===== src/dhcpo_pkg.sv =====
// ----------------------------------------------------------------------------
// dhcpo_pkg: shared types and constants of the DHCP option TLV parser
// Parse phases, outcome codes, register indexes and the result record.
// ----------------------------------------------------------------------------
`default_nettype none

package dhcpo_pkg;

  localparam int CODE_COUNT = 256;
  localparam int CODE_W     = 8;
  localparam int OUT_LEN_W  = 11;
  localparam int CFG_IDX_W  = 2;
  localparam int CFG_DATA_W = 64;

  localparam logic [7:0] CODE_PAD = 8'h00;
  localparam logic [7:0] CODE_END = 8'hFF;
  localparam logic [7:0] CHAR_NUL = 8'h00;

  typedef enum logic [1:0] {
    PH_CODE  = 2'd0,
    PH_LEN   = 2'd1,
    PH_VALUE = 2'd2,
    PH_DONE  = 2'd3
  } phase_t;

  typedef enum logic [1:0] {
    OUT_RUNNING = 2'd0,
    OUT_OK      = 2'd1,
    OUT_NO_LEN  = 2'd2,
    OUT_OVERRUN = 2'd3
  } outcome_t;

  typedef enum logic [CFG_IDX_W-1:0] {
    CFG_TEXT_0_63    = 2'd0,
    CFG_TEXT_64_127  = 2'd1,
    CFG_TEXT_128_191 = 2'd2,
    CFG_TEXT_192_255 = 2'd3
  } cfg_idx_t;

  typedef struct packed {
    logic                 has_data;
    logic [7:0]           out_byte;
    logic [7:0]           zeros_before;
    logic [OUT_LEN_W-1:0] value_offset;
    logic [CODE_W-1:0]    option_code;
    logic                 option_end;
    logic [OUT_LEN_W-1:0] total_length;
    outcome_t             outcome;
    logic                 parse_done;
  } res_t;

endpackage

`default_nettype wire


===== src/dhcpo_ram.sv =====
// ----------------------------------------------------------------------------
// dhcpo_ram: generic single-write, single-read RAM
// One write port and one read port, read data registered.
// ----------------------------------------------------------------------------
`default_nettype none

module dhcpo_ram #(
  parameter int WIDTH = 11,
  parameter int DEPTH = 256,
  localparam int AW   = $clog2(DEPTH)
) (
  input  wire logic             clk,
  input  wire logic             we,
  input  wire logic [AW-1:0]    waddr,
  input  wire logic [WIDTH-1:0] wdata,
  input  wire logic             re,
  input  wire logic [AW-1:0]    raddr,
  output logic      [WIDTH-1:0] rdata
);

  logic [WIDTH-1:0] mem [DEPTH];

  always_ff @(posedge clk) begin
    if (we) begin
      mem[waddr] <= wdata;
    end
    if (re) begin
      rdata <= mem[raddr];
    end
  end

endmodule

`default_nettype wire


===== src/dhcpo_cfg.sv =====
// ----------------------------------------------------------------------------
// dhcpo_cfg: text-code mask registers
// Four 64-bit words written over the config channel; one bit looked up per code.
// ----------------------------------------------------------------------------
`default_nettype none

module dhcpo_cfg import dhcpo_pkg::*; (
  input  wire logic                  clk,
  input  wire logic                  rst_n,
  input  wire logic                  wr_en,
  input  wire logic [CFG_IDX_W-1:0]  wr_index,
  input  wire logic [CFG_DATA_W-1:0] wr_data,
  input  wire logic [CODE_W-1:0]     code,
  output logic                       is_text
);

  logic [CFG_DATA_W-1:0] text_r [4];

  always_ff @(posedge clk) begin
    if (!rst_n) begin
      for (int i = 0; i < 4; i++) begin
        text_r[i] <= '0;
      end
    end else if (wr_en) begin
      case (cfg_idx_t'(wr_index))
        CFG_TEXT_0_63:    text_r[0] <= wr_data;
        CFG_TEXT_64_127:  text_r[1] <= wr_data;
        CFG_TEXT_128_191: text_r[2] <= wr_data;
        CFG_TEXT_192_255: text_r[3] <= wr_data;
        default: ;
      endcase
    end
  end

  assign is_text = text_r[code[7:6]][code[5:0]];

endmodule

`default_nettype wire


===== src/dhcpo_core.sv =====
// ----------------------------------------------------------------------------
// dhcpo_core: option parse state machine
// Walks code, length and value bytes; keeps per-code lengths in the RAM.
// ----------------------------------------------------------------------------
`default_nettype none

module dhcpo_core import dhcpo_pkg::*; #(
  parameter int MAX_BUFFER_BYTES = 512,
  parameter int MAX_VALUE_BYTES  = 2048,
  localparam int LEN_W = $clog2(MAX_VALUE_BYTES)
) (
  input  wire logic              clk,
  input  wire logic              rst_n,
  input  wire logic              in_acc,
  input  wire logic [7:0]        in_byte,
  input  wire logic              buffer_start,
  input  wire logic [9:0]        buffer_length,
  input  wire logic              new_packet,
  input  wire logic              text_bit,
  output logic [CODE_W-1:0]      lookup_code,
  output logic                   ram_we,
  output logic [CODE_W-1:0]      ram_waddr,
  output logic [LEN_W-1:0]       ram_wdata,
  output logic                   ram_re,
  output logic [CODE_W-1:0]      ram_raddr,
  input  wire logic [LEN_W-1:0]  ram_rdata,
  output logic                   res_valid,
  output res_t                   res
);

  localparam int POS_W   = $clog2(MAX_BUFFER_BYTES + 1);
  localparam int CMP_W   = (POS_W > 10) ? POS_W : 10;
  localparam int SUM_W   = ((POS_W > 8) ? POS_W : 8) + 1;
  localparam int LEN_CAP = MAX_VALUE_BYTES - 1;

  phase_t                phase_r, phase_nxt, phase_e;
  logic [POS_W-1:0]      pos_r, pos_nxt, pos_e;
  logic [POS_W-1:0]      end_r, end_nxt, end_e;
  logic [CODE_W-1:0]     cur_r, cur_nxt;
  logic [7:0]            left_r, left_nxt, left_e;
  logic [7:0]            pz_r, pz_nxt, pz_e;
  logic                  txt_r, txt_nxt, txt_e;
  logic [LEN_W-1:0]      rl_r, rl_nxt, rl_e;
  logic [CODE_COUNT-1:0] seen_r, seen_nxt, seen_e;

  logic [CMP_W-1:0]      blen_c;
  logic                  have;
  logic                  ended;
  logic                  last_in_buf;
  logic                  last_val;
  logic [LEN_W-1:0]      off;
  logic [LEN_W-1:0]      rl_new;

  function automatic logic [LEN_W-1:0] sat_add(input logic [LEN_W-1:0] a,
                                               input logic [7:0] b);
    logic [LEN_W:0] s;
    s = {1'b0, a} + {{(LEN_W - 7){1'b0}}, b};
    return (s > (LEN_W + 1)'(LEN_CAP)) ? LEN_W'(LEN_CAP) : s[LEN_W-1:0];
  endfunction

  assign lookup_code = cur_r;
  // The code byte's read lands in time for the length byte that follows it.
  assign ram_re      = in_acc;
  assign ram_raddr   = in_byte;
  assign res_valid   = in_acc && have;

  always_comb begin
    phase_e = phase_r;
    pos_e   = pos_r;
    end_e   = end_r;
    left_e  = left_r;
    pz_e    = pz_r;
    txt_e   = txt_r;
    rl_e    = rl_r;
    seen_e  = seen_r;
    blen_c  = CMP_W'(buffer_length);

    if (buffer_start) begin
      phase_e = PH_CODE;
      pos_e   = '0;
      end_e   = (blen_c > CMP_W'(MAX_BUFFER_BYTES)) ? POS_W'(MAX_BUFFER_BYTES)
                                                    : POS_W'(blen_c);
      left_e  = '0;
      pz_e    = '0;
      txt_e   = 1'b0;
      rl_e    = '0;
      if (new_packet) begin
        seen_e = '0;
      end
    end

    phase_nxt = phase_e;
    pos_nxt   = pos_e;
    end_nxt   = end_e;
    cur_nxt   = cur_r;
    left_nxt  = left_e;
    pz_nxt    = pz_e;
    txt_nxt   = txt_e;
    rl_nxt    = rl_e;
    seen_nxt  = seen_e;

    res       = '0;
    have      = 1'b0;
    ended     = 1'b0;
    ram_we    = 1'b0;
    ram_waddr = cur_r;
    ram_wdata = rl_e;
    off       = sat_add(rl_e, pz_e);
    rl_new    = rl_e;
    last_val  = (left_e <= 8'd1);
    last_in_buf = ({1'b0, pos_e} + (POS_W + 1)'(1)) >= {1'b0, end_e};

    if (phase_e == PH_DONE || pos_e >= end_e) begin
      if (buffer_start) begin
        res.outcome    = OUT_OK;
        res.parse_done = 1'b1;
        phase_nxt      = PH_DONE;
        have           = 1'b1;
      end
    end else begin
      case (phase_e)
        PH_CODE: begin
          if (in_byte == CODE_PAD) begin
            ended = 1'b1;
          end else if (in_byte == CODE_END) begin
            res.outcome    = OUT_OK;
            res.parse_done = 1'b1;
            phase_nxt      = PH_DONE;
            have           = 1'b1;
          end else if (last_in_buf) begin
            res.option_code = in_byte;
            res.outcome     = OUT_NO_LEN;
            res.parse_done  = 1'b1;
            phase_nxt       = PH_DONE;
            have            = 1'b1;
          end else begin
            cur_nxt   = in_byte;
            phase_nxt = PH_LEN;
          end
        end
        PH_LEN: begin
          if (SUM_W'(pos_e) + SUM_W'(in_byte) >= SUM_W'(end_e)) begin
            res.option_code = cur_r;
            res.outcome     = OUT_OVERRUN;
            res.parse_done  = 1'b1;
            phase_nxt       = PH_DONE;
            have            = 1'b1;
          end else begin
            rl_new   = seen_e[cur_r] ? ram_rdata : '0;
            rl_nxt   = rl_new;
            pz_nxt   = '0;
            txt_nxt  = text_bit;
            left_nxt = in_byte;
            if (in_byte == 8'd0) begin
              // empty option: record it with its unchanged length
              seen_nxt[cur_r]  = 1'b1;
              ram_we           = 1'b1;
              ram_wdata        = rl_new;
              res.option_code  = cur_r;
              res.option_end   = 1'b1;
              res.total_length = OUT_LEN_W'(rl_new);
              phase_nxt        = PH_CODE;
              have             = 1'b1;
              ended            = 1'b1;
            end else begin
              phase_nxt = PH_VALUE;
            end
          end
        end
        default: begin
          if (txt_e && in_byte == CHAR_NUL) begin
            // hold back the NUL; count it unless it trails the value
            if (!last_val && pz_e < 8'd255) begin
              pz_nxt = pz_e + 8'd1;
            end
          end else begin
            res.has_data     = 1'b1;
            res.out_byte     = in_byte;
            res.zeros_before = pz_e;
            res.value_offset = OUT_LEN_W'(off);
            res.option_code  = cur_r;
            rl_new           = sat_add(off, 8'd1);
            rl_nxt           = rl_new;
            pz_nxt           = '0;
            have             = 1'b1;
          end
          if (left_e != 8'd0) begin
            left_nxt = left_e - 8'd1;
          end
          if (last_val) begin
            pz_nxt           = '0;
            seen_nxt[cur_r]  = 1'b1;
            ram_we           = 1'b1;
            ram_wdata        = rl_new;
            res.option_code  = cur_r;
            res.option_end   = 1'b1;
            res.total_length = OUT_LEN_W'(rl_new);
            phase_nxt        = PH_CODE;
            have             = 1'b1;
            ended            = 1'b1;
          end
        end
      endcase

      if (ended && last_in_buf) begin
        res.outcome    = OUT_OK;
        res.parse_done = 1'b1;
        phase_nxt      = PH_DONE;
        have           = 1'b1;
      end
      pos_nxt = pos_e + POS_W'(1);
    end

    if (!in_acc) begin
      ram_we = 1'b0;
    end
  end

  always_ff @(posedge clk) begin
    if (!rst_n) begin
      phase_r <= PH_CODE;
      pos_r   <= '0;
      end_r   <= '0;
      cur_r   <= '0;
      left_r  <= '0;
      pz_r    <= '0;
      txt_r   <= 1'b0;
      rl_r    <= '0;
      seen_r  <= '0;
    end else if (in_acc) begin
      phase_r <= phase_nxt;
      pos_r   <= pos_nxt;
      end_r   <= end_nxt;
      cur_r   <= cur_nxt;
      left_r  <= left_nxt;
      pz_r    <= pz_nxt;
      txt_r   <= txt_nxt;
      rl_r    <= rl_nxt;
      seen_r  <= seen_nxt;
    end
  end

endmodule

`default_nettype wire


===== src/dhcp_option_tlv_parser_top.sv =====
// ----------------------------------------------------------------------------
// dhcp_option_tlv_parser_top: DHCP option area TLV parser
// Parses option bytes, tags value bytes with code and offset, reports outcome.
// ----------------------------------------------------------------------------
//  channel | direction | payload
//  --------+-----------+-------------------------------------------------------
//  in_     | sink      | tdata: in_byte, buffer_length; tuser: start, new pkt
//  out_    | source    | tdata: value fields; tuser: has_data; tlast: done
//  cfg_    | sink      | index + 64-bit text-code mask word
//
//  One item per cycle sustained while in_tready is high; a result appears in the cycle after its item.
//  Rate is set by the per-code length RAM: read on the code byte, used on the
//  length byte, written when the option ends.
//  Reset clears parse state and seen-code flags; length RAM needs no clearing.
//  in_tready drops only while a result waits and out_tready is low.
// ----------------------------------------------------------------------------
`default_nettype none

module dhcp_option_tlv_parser_top import dhcpo_pkg::*; #(
  parameter int MAX_BUFFER_BYTES = 512,
  parameter int MAX_VALUE_BYTES  = 2048
) (
  input  wire logic                  clk,
  input  wire logic                  rst_n,
  input  wire logic                  in_tvalid,
  output logic                       in_tready,
  input  wire logic [23:0]           in_tdata,   // in_byte, buffer_length, pad
  input  wire logic [1:0]            in_tuser,   // buffer_start, new_packet
  output logic                       out_tvalid,
  input  wire logic                  out_tready,
  output logic [55:0]                out_tdata,  // out_byte, zeros_before,
                                                 // value_offset, option_code,
                                                 // option_end, total_length,
                                                 // outcome, pad
  output logic                       out_tuser,  // has_data
  output logic                       out_tlast,  // parse_done
  input  wire logic                  cfg_valid,
  output logic                       cfg_ready,
  input  wire logic [CFG_IDX_W-1:0]  cfg_index,
  input  wire logic [CFG_DATA_W-1:0] cfg_data
);

  localparam int LEN_W = $clog2(MAX_VALUE_BYTES);

  logic              in_acc;
  logic              text_bit;
  logic [CODE_W-1:0] lookup_code;
  logic              ram_we;
  logic [CODE_W-1:0] ram_waddr;
  logic [LEN_W-1:0]  ram_wdata;
  logic              ram_re;
  logic [CODE_W-1:0] ram_raddr;
  logic [LEN_W-1:0]  ram_rdata;
  logic              res_valid;
  res_t              res;
  logic              out_valid_r;
  res_t              out_res_r;

  assign cfg_ready = 1'b1;
  assign in_tready = !out_valid_r || out_tready;
  assign in_acc    = in_tvalid && in_tready;

  dhcpo_cfg u_cfg (
    .clk      (clk),
    .rst_n    (rst_n),
    .wr_en    (cfg_valid && cfg_ready),
    .wr_index (cfg_index),
    .wr_data  (cfg_data),
    .code     (lookup_code),
    .is_text  (text_bit)
  );

  dhcpo_ram #(
    .WIDTH (LEN_W),
    .DEPTH (CODE_COUNT)
  ) u_len_ram (
    .clk   (clk),
    .we    (ram_we),
    .waddr (ram_waddr),
    .wdata (ram_wdata),
    .re    (ram_re),
    .raddr (ram_raddr),
    .rdata (ram_rdata)
  );

  dhcpo_core #(
    .MAX_BUFFER_BYTES (MAX_BUFFER_BYTES),
    .MAX_VALUE_BYTES  (MAX_VALUE_BYTES)
  ) u_core (
    .clk           (clk),
    .rst_n         (rst_n),
    .in_acc        (in_acc),
    .in_byte       (in_tdata[7:0]),
    .buffer_start  (in_tuser[0]),
    .buffer_length (in_tdata[17:8]),
    .new_packet    (in_tuser[1]),
    .text_bit      (text_bit),
    .lookup_code   (lookup_code),
    .ram_we        (ram_we),
    .ram_waddr     (ram_waddr),
    .ram_wdata     (ram_wdata),
    .ram_re        (ram_re),
    .ram_raddr     (ram_raddr),
    .ram_rdata     (ram_rdata),
    .res_valid     (res_valid),
    .res           (res)
  );

  // Output register: load a new result whenever the slot frees up.
  always_ff @(posedge clk) begin
    if (!rst_n) begin
      out_valid_r <= 1'b0;
    end else if (in_tready) begin
      out_valid_r <= res_valid;
    end
  end

  always_ff @(posedge clk) begin
    if (res_valid) begin
      out_res_r <= res;
    end
  end

  assign out_tvalid = out_valid_r;
  assign out_tuser  = out_res_r.has_data;
  assign out_tlast  = out_res_r.parse_done;
  assign out_tdata  = {7'd0,
                       out_res_r.outcome,
                       out_res_r.total_length,
                       out_res_r.option_end,
                       out_res_r.option_code,
                       out_res_r.value_offset,
                       out_res_r.zeros_before,
                       out_res_r.out_byte};

endmodule

`default_nettype wire


===== config.mk =====
export PLATFORM = sky130hd
export DESIGN_NAME = dhcp_option_tlv_parser_top
export DESIGN_NICKNAME = d
export VERILOG_FILES = /design/src/dhcpo_pkg.sv /design/src/dhcpo_ram.sv /design/src/dhcpo_cfg.sv /design/src/dhcpo_core.sv /design/src/dhcp_option_tlv_parser_top.sv
export SDC_FILE = /design/constraint.sdc
export NUM_CORES = 2
export LEC_CHECK = 0
export ABC_CLOCK_PERIOD_IN_PS = 19700
export BUFFER_PORTS_ARGS = -buffer_cell sky130_fd_sc_hd__buf_2
export CAP_MARGIN = 25
export CORE_UTILIZATION = 25
export CTS_CLUSTER_DIAMETER = 30
export CTS_CLUSTER_SIZE = 16
export DETAILED_ROUTE_END_ITERATION = 10
export GPL_TIMING_DRIVEN = 1
export HOLD_SLACK_MARGIN = 0.08
export PLACE_DENSITY = 0.46
export SETUP_SLACK_MARGIN = 0.4
export SYNTH_ARGS = -nofsm -noshare
export SYNTH_HDL_FRONTEND = slang
export SYNTH_SLANG_ARGS = --single-unit

===== constraint.sdc =====
create_clock -name clk -period 19.7 [get_ports clk]
set_input_delay 1.97 -clock clk [delete_from_list [all_inputs] [get_ports clk]]
set_output_delay 1.97 -clock clk [all_outputs]
set_load 0.01 [all_outputs]

==> reports/qor.yml <==
timing:
  max_freq_mhz: 122
  clock_skew_ns: 0.0725
  maxSlewHeadroom_pct: 20.2
  setup_viol: 0
  min_period_over_period_pct: 41.6
  setup_tns_ns: 0
  final-hold-violation-count: 0
  worstMarginPinSlew_ns: 1.20
  worst_hold_slack_ns: 0.444
  slew_viol_final: 0
  rsz0062_at_grt: "no"
  timing.final.crit_period_ns: 8.19
  fin_ws_ns: 11.51
clock_network:
  cts_buffer_depth: 4
  cts.sinks: 3451
  cts_hold_buf: 0
  clk-insertion-delay-late_ns: 1.06
  numCtsBuffers: 725
  cts_root_buffer: "clkbuf_16"
  clk_pin_slew_ns: 0.05
  cts_setup_buffers: 0
  cts_resized: 0
  cts_tree: "built"
  htree_levels: 6
detailed_routing:
  dr.pass1.iters: 8
  wire_per_inst_um: 25.7
  num_vias: 75400
  viasPerCell: 4.71
  wl_um: 411000
  drc: 0
  ant_nets: 0
  drtIter0Drc: 7031
hold_path:
  hp-class: "flop to flop"
  hold_end: "u_core.seen_r[216]"
  min_delay_path_depth: 2
  worstHoldStart: "u_core.seen_r[216]"
placement:
  io_buffers: 143
  dp_hpwl_um: 249000
  place_ws_ns: 10.19
  place_congestion: 0.849
worst_setup_path:
  critical_path_buf_inv_count: 7
  crit_chain: "buf_8 > buf_4 > buf_4 > buf_4 > buf_4 > buf_4 > buf_4 > mux4_2 > mux4_2 > mux4_2 > mux4_2"
  worstSetupPathType: "input port to flop"
  crit-reg2reg-launch: "u_core.lookup_code[1]"
  r2r_slack_ns: 12.33
  slowest_stage: "buf_4"
  r2r_cells: 13
  r2r-end: "u_len_ram.mem[194][5]"
  worst_path_most_repeated_cell: "buf_4"
  path_max_fanout: 51
  critPathLaunch: "in_tdata[1]"
  path_delay_family: "buffers and inverters"
  end_kind: "flop"
  slowest_delay_ns: 0.77
  arrival_ns: 8.93
  critPathRequiredTime_ns: 20.44
  worstSetupStartpointType: "input port"
global_routing:
  grt_pass1_vias: 78800
  antenna_found_initial: 62
  grt-ovfl-total: 0
  grt_usage_pct: 14.3
  grt_max_degree: 193
  grt_first_pass_wirelength_um: 586000
logic_synthesis:
  synth_area_per_cell_um2: 19.1
  async_reset_ff_share_pct: 0
  synth-seq-cells: 3451
  syn_inst: 7279
  synth-seq-area-share_pct: 72.4
  synth_ff_type: "edfxtp_1"
  ys_warn_count: 0
  synth_edf_count: 3134
  yosysUniqueCellTypes: 92
  synth_area_um2: 139000
die:
  die_h_um: 747
  die_w_um: 747
  fp.dieArea_um2: 558000
  num_io_pins: 158
  core_um2: 553000
  start_util_pct: 25.1
  rows: 273
finish:
  drive_gt1_share_pct: 33.6
  nets: 8234
  final_common_cell: "edfxtp_1"
  syn_to_final_growth_pct: 27.2
  mostFrequentLayoutCells: "edfxtp_1 (3134), mux4_2 (1030), clkbuf_16 (733)"
flow_run:
  drv_cap: 0
pwr:
  power.total_mw: 21.1
  peakVddDrop_v: 0.0000925
  power.density_nw_per_um2: 120
  leakage_nw: 61.0
outcome:
  status: "finished clean"
[metrics by stage]
step / instance area [um^2] / utilization, % / instances
after floorplan: 139000 / - / 7285
after global placement: 149000 / 27.0 / 14500
after detailed placement: 151000 / 27.3 / 14600
after CTS: 176000 / 31.8 / 16000
after global routing: 176000 / 31.9 / 16000
final: 176000 / 31.9 / 16000
[cell usage after synthesis, types with 19 or more instances]
| cell type | number | share of area [%] |
|---|---|---|
| nor2b_1 | 34 | 0.15 |
| a22oi_1 | 37 | 0.20 |
| nor3_1 | 100 | 0.36 |
| mux4_2 | 1030 | 17 |
| buf_2 | 27 | 0.097 |
| nand2_1 | 353 | 0.96 |
| inv_1 | 38 | 0.10 |
| mux2i_1 | 32 | 0.23 |
| and3_1 | 22 | 0.099 |
| clkbuf_1 | 341 | 0.92 |
| edfxtp_1 | 3134 | 68 |
| a211oi_1 | 32 | 0.17 |
| ha_1 | 47 | 0.42 |
| o211ai_1 | 19 | 0.10 |
| mux2_2 | 24 | 0.19 |
| nand3_1 | 85 | 0.31 |
| dfxtp_1 | 317 | 4.6 |
| a32oi_1 | 24 | 0.15 |
| o22ai_1 | 22 | 0.099 |
| and2_1 | 305 | 1.4 |
| buf_1 | 118 | 0.32 |
| nand4_1 | 27 | 0.12 |
| o21a_1 | 42 | 0.23 |
| nor2_1 | 336 | 0.91 |
| o21ai_0 | 284 | 1.0 |
| or3_1 | 24 | 0.11 |
| a21oi_1 | 133 | 0.48 |
[flip-flops by register name, summed over array words and instances (netlist names), 10 cells and up, named ones only]
name / cells
out_tdata: 49
u_cfg.text_r: 256
u_core.end_r: 10
u_core.pos_r: 10
u_core.rl_r: 11
u_core.seen_r: 256
u_len_ram.mem: 2816
u_len_ram.rdata: 11
[how the worst max path moves through the flow]
stage	end	slack (ns)	cells past startpoint
after CTS	u_len_ram.mem[171][3]	11.28	17
after global routing	u_len_ram.mem[195][5]	11.05	24
after floorplan	u_len_ram.mem[0][10]	4.57	24
after global placement	u_len_ram.mem[6][1]	9.99	24
final	u_len_ram.rdata[0]	11.51	11
after detailed placement	u_len_ram.mem[183][3]	10.19	17
[cells by family (layout without fill, tap and decap cells)]
logic type / after synthesis / count (layout) / synth area share [%]
flip-flops: 3451 / 3451 / 72.4
XOR/XNOR: 31 / 31 / 0.196
other: 2 / 23 / 0.00541
multiplexers: 1086 / 1086 / 17.1
AO/OA/AOI/OAI: 749 / 749 / 3.43
adder cells (fa/ha/maj): 49 / 49 / 0.446
AND/OR/NAND/NOR: 1369 / 1369 / 4.82
buffers and inverters: 542 / 1968 / 1.53
[worst reg2reg max path, stage by stage (launching register included)]
cell and delay, ns:
dfxtp_4 0.83, buf_4 0.73, nor2b_2 0.40, a22oi_1 0.11, o22a_1 0.23, o311ai_0 0.63
a221oi_1 0.37, or4b_1 0.64, o41ai_4 0.08, buf_4 0.30, nand4_1 0.50, o211ai_1 0.58
buf_4 0.62, buf_12 0.61
[power breakdown]
part | internal, mW | total [mW] | switching (mW)
registers | 8.00 | 8.04 | 0.0400
logic | 0.303 | 0.863 | 0.560
clock network | 8.13 | 12.2 | 4.10
total | 16.4 | 21.1 | 4.70
[final cells by class]
class                      instances  area [um^2]
multi-input combinational       3292        36700
sequential                      3451       100000
fill                           53000       376000
tap                             7287         9120
antenna                           15         37.5
clock inverter                   514         6270
timing repair buffer             577         4850
inverter                          42          160
clock buffer                     835        18800
[layer usage]
metal / vias up / track usage (%) / share of wire (%)
met2: 2953 / 22.8 / 47
met1: 40100 / 19.5 / 43
met4: 60 / 4.41 / 3.0
met5: - / 0 / 0.093
li1: 31600 / - / -
met3: 739 / 3.11 / 6.9
Note: power is estimated with default switching activity, not from simulation.
